**src/design/bpa_lsb_find.sv**
```systemverilog
// Lowest-set-bit finder: index of the least significant one in a vector.
`default_nettype none
module bpa_lsb_find #(
	parameter int WIDTH = 32,
	parameter int IW    = (WIDTH > 1) ? $clog2(WIDTH) : 1
) (
	input  wire logic [WIDTH-1:0] vec,
	output logic      [IW-1:0]    idx,
	output logic                  found
);

	always_comb begin
		idx = '0;
		// scan from the top so the lowest set bit wins
		for (int i = WIDTH - 1; i >= 0; i--) begin
			if (vec[i]) begin
				idx = IW'(i);
			end
		end
	end

	assign found = |vec;

endmodule
`default_nettype wire

```
**config.mk**
```make
export PLATFORM = sky130hd
export DESIGN_NAME = bpa_lsb_find
export DESIGN_NICKNAME = d
export VERILOG_FILES = /design/src/design/bpa_lsb_find.sv
export SDC_FILE = /design/constraint.sdc
export NUM_CORES = 1
export LEC_CHECK = 0
export ABC_AREA = 1
export BUFFER_PORTS_ARGS = -buffer_cell sky130_fd_sc_hd__buf_2
export CAP_MARGIN = 20
export CORE_AREA = 2 2 39 41
export DETAILED_ROUTE_END_ITERATION = 12
export DIE_AREA = 0 0 41 43
export PLACE_DENSITY_LB_ADDON = 0.15
export SLEW_MARGIN = 20
export SYNTH_ARGS = -nofsm -noshare
export SYNTH_HDL_FRONTEND = slang
export SYNTH_SLANG_ARGS = --single-unit
```
**constraint.sdc**
```tcl
create_clock -name vclk -period 4.48
set_input_delay 0.896 -clock vclk [all_inputs]
set_output_delay 0.896 -clock vclk [all_outputs]
set_load 0.1 [all_outputs]
```
After elaboration in Yosys (flattened, before gate mapping)

Index checks and enable logic that the tools add are counted.

Output and inout port bits: 6
Register bits: 0
Logic and storage cells: 33

Reduce and logical (&&, ||, !) cells: 1
Multiplexer cells: 32

Operators by type and width:

| kind                | number |
|---|---|
| 5-bit 2-to-1 mux    | 32 |
| 32-bit OR reduction | 1 |

Longest topological paths before layout

Depth after elaboration: 32
Gate-level depth with buffers: 31
Gate-level depth less buffers: 31

Worst setup path before layout

OpenSTA, ideal clock, no wires.

Path type: input to output
Start: input vec[30]
End: output idx[1]
Arrival time: 3863 ps
Stages: 14
Setup slack: -279 ps
Data required time: 3584 ps
Path buffers: 0
Cells stage by stage: nor2_1 inv_1 a311oi_1 o31ai_1 o21ai_1 nand2_1 nand2_1 nand2_1 nand2_1 nand2_1 nand2_1 nand2_1 a21oi_1 a211oi_1

Cells in the longest elaborated chain, start to end: 31

Ends and longest elaborated chain:

| element                        | RTL line | text |
|---|---|---|
| from (decl)                    | 7        | `input wire logic [WIDTH-1:0] vec,` |
| 5-bit 2-to-1 mux (31 in a row) | 16       | `if (vec[i]) begin` |
| to (decl)                      | 8        | `output logic [IW-1:0] idx,` |

No other way between the ends.

Worst setup path after layout

Start: input vec[30]
End: output idx[0]

Same word-level chain as after synthesis.

==> flow_summary.ini <==
[run_status]
run_status = complete, no violations

[sta]
tns_ns = 0
rsz0062_at_grt = no
slew_viol_final = 0
fin_crit_sh_pct = 84.3
period_minus_slack_ns = 3.78
finalSetupViolations = 0
relSlewSlack_pct = 67.5
max_freq_ghz = 0.265
layout_setup_ws_ns = 0.703
finalHoldViolCount = 0
worst_pin_slew_ns = 0.491

[grt]
overflow = 0
grt_pass1_wl_um = 1680
grt_pass1_vias = 542
antenna_found_initial = 0
grt_usage_pct = 12.2
grt_max_degree = 4

[synth]
synth_area_leaders = nand2_1 (34%), inv_1 (22%), nor2_1 (12%)
syn-num-nets = 139
synth_top_cell_by_area = nand2_1
synth_area_per_cell_um2 = 4.40
synth_cell_types = 17
yosysSeqAreaShare_pct = 0
synth.top_cell.area_share_pct = 34.3
synthTopCellsByCount = nand2_1 (43), inv_1 (27), nor2_1 (15), inv_2 (4)
synthesis.area_um2 = 470
ys_warn_count = 0
synth_most_common_cell = nand2_1
synthCells = 107

[clock_network]
cts_hold_buf = 0
cts_setup_buffers = 0
cts_resized = 0

[setup_path]
critical_path.most_common_cell = nand2_1
end_kind = primary output
path_class = primary input to primary output
crit_slowest_cell = buf_2
worstSetupStartpointType = primary input
arrival_ns = 2.88
critPathMaxStageDelay_ns = 0.43
worstPathRequired_ns = 3.58
worstPathMaxFanout = 2

[cells_and_area]
clkbuf_count = 0
drive_above_1_share_pct = 31.7
fillers = 161
seq_cells = 0
regArea_um2 = 0
syn_to_final_growth_pct = 45.7
nNetsFinal = 179
utilization_pct = 49.5
antenna_cells = 0

[pwr]
cell_internal_pwr_uw = 23.7
p_leak_uw = 0.000471
switching_share_pct = 57.9
p_per_area_nw_per_um2 = 82.1
seqPwrFrac_pct = 0
p_sw_uw = 32.6
clkPwrFrac_pct = 0
pwr-share-comb_pct = 100.0
peakVddDrop_mv = 0.0539

[drt]
antenna_left = 0
wirelength_um = 1030
route.vias.total = 673
vias_per_cell = 4.18
dr.pass1.iters = 2
drt_iter0_drc = 7
drc = 0
wire_per_inst_um = 6.37

[job]
max_cap_viol_count = 0

[die]
dieArea_um2 = 1760
die_width_um = 41
die_h_um = 43
placementRows = 14
start_util_pct = 34.0
ios = 38
core_um2 = 1380

[placed_design]
hpwlAfterDp_um = 965
globalplace.congestion = 0.695
port_buffers = 38
dp_slack_ns = 0.676

[hold_path]
hp-class = primary input to primary output
==> final timing paths <==
path / to / cells after the start / start / slack, ns
worst max-delay path: idx[0] / 33 / vec[30] / 0.70
worst min-delay path: idx[0] / 3 / vec[0] / 2.22
==> critical path, delay by kind of cell <==
kind,cells,cell delay (ns)
AO/OA/AOI/OAI,1,0.10
buffers and inverters,3,0.57
AND/OR/NAND/NOR,29,1.32
==> cells by family after synthesis <==
group | synth area share [%]
AND/OR/NAND/NOR | 53.2
AO/OA/AOI/OAI | 14.6
buffers and inverters | 32.2
==> power groups by stage <==
stage          clock, uW  sequential, uW  combinational, uW
3_3_place_gp           0               0               55.9
4_1_cts                0               0               56.9
5_1_grt                0               0               63.0
2_1_floorplan          0               0               35.0
3_5_place_dp           0               0               56.7
6_report               0               0               56.3
==> layout by cell type (no fill, tap or decap) <==
cell and instances:
a311oi_1 1, nor4_1 2, a211oi_2 1, inv_1 27, a21oi_2 1, o21ai_1 1, bufinv_8 2, a21oi_1 2
inv_2 4, nor2_1 15, a21boi_0 1, a31oi_1 1, nand3_1 2, o31ai_1 1, nand2_1 43, o21bai_1 1
buf_2 38, nor3_1 2
==> through the flow <==
step                      hold WS [ns]  total power (uW)  instances  instance area (um2)
after CTS                         2.22              56.9        161                  686
after global placement            2.22              55.9        161                  686
after floorplan                   1.96              35.0        107                  475
after detailed placement          2.22              56.7        161                  686
final                             2.22              56.3        161                  686
after global routing              2.23              63.0        161                  686
==> routing by layer <==
| layer | vias to the layer above | part of all wire (%) | global-route usage, % |
|---|---|---|---|
| met5 | - | 0 | 0 |
| li1 | 389 | - | - |
| met2 | 17 | 50 | 24.7 |
| met3 | 0 | 6.2 | 0.524 |
| met4 | 0 | 0 | 0 |
| met1 | 267 | 43 | 13.3 |
==> area by class of cell <==
| class | count | area, um2 | area share, % |
|---|---|---|---|
| repair buffers | 38 | 190 | 27.7 |
| well taps | 16 | 20.0 | 2.92 |
| inverters | 33 | 151 | 22.1 |
| multi-input cells | 74 | 324 | 47.3 |
No activity file was read; power rests on OpenSTA's default activity.
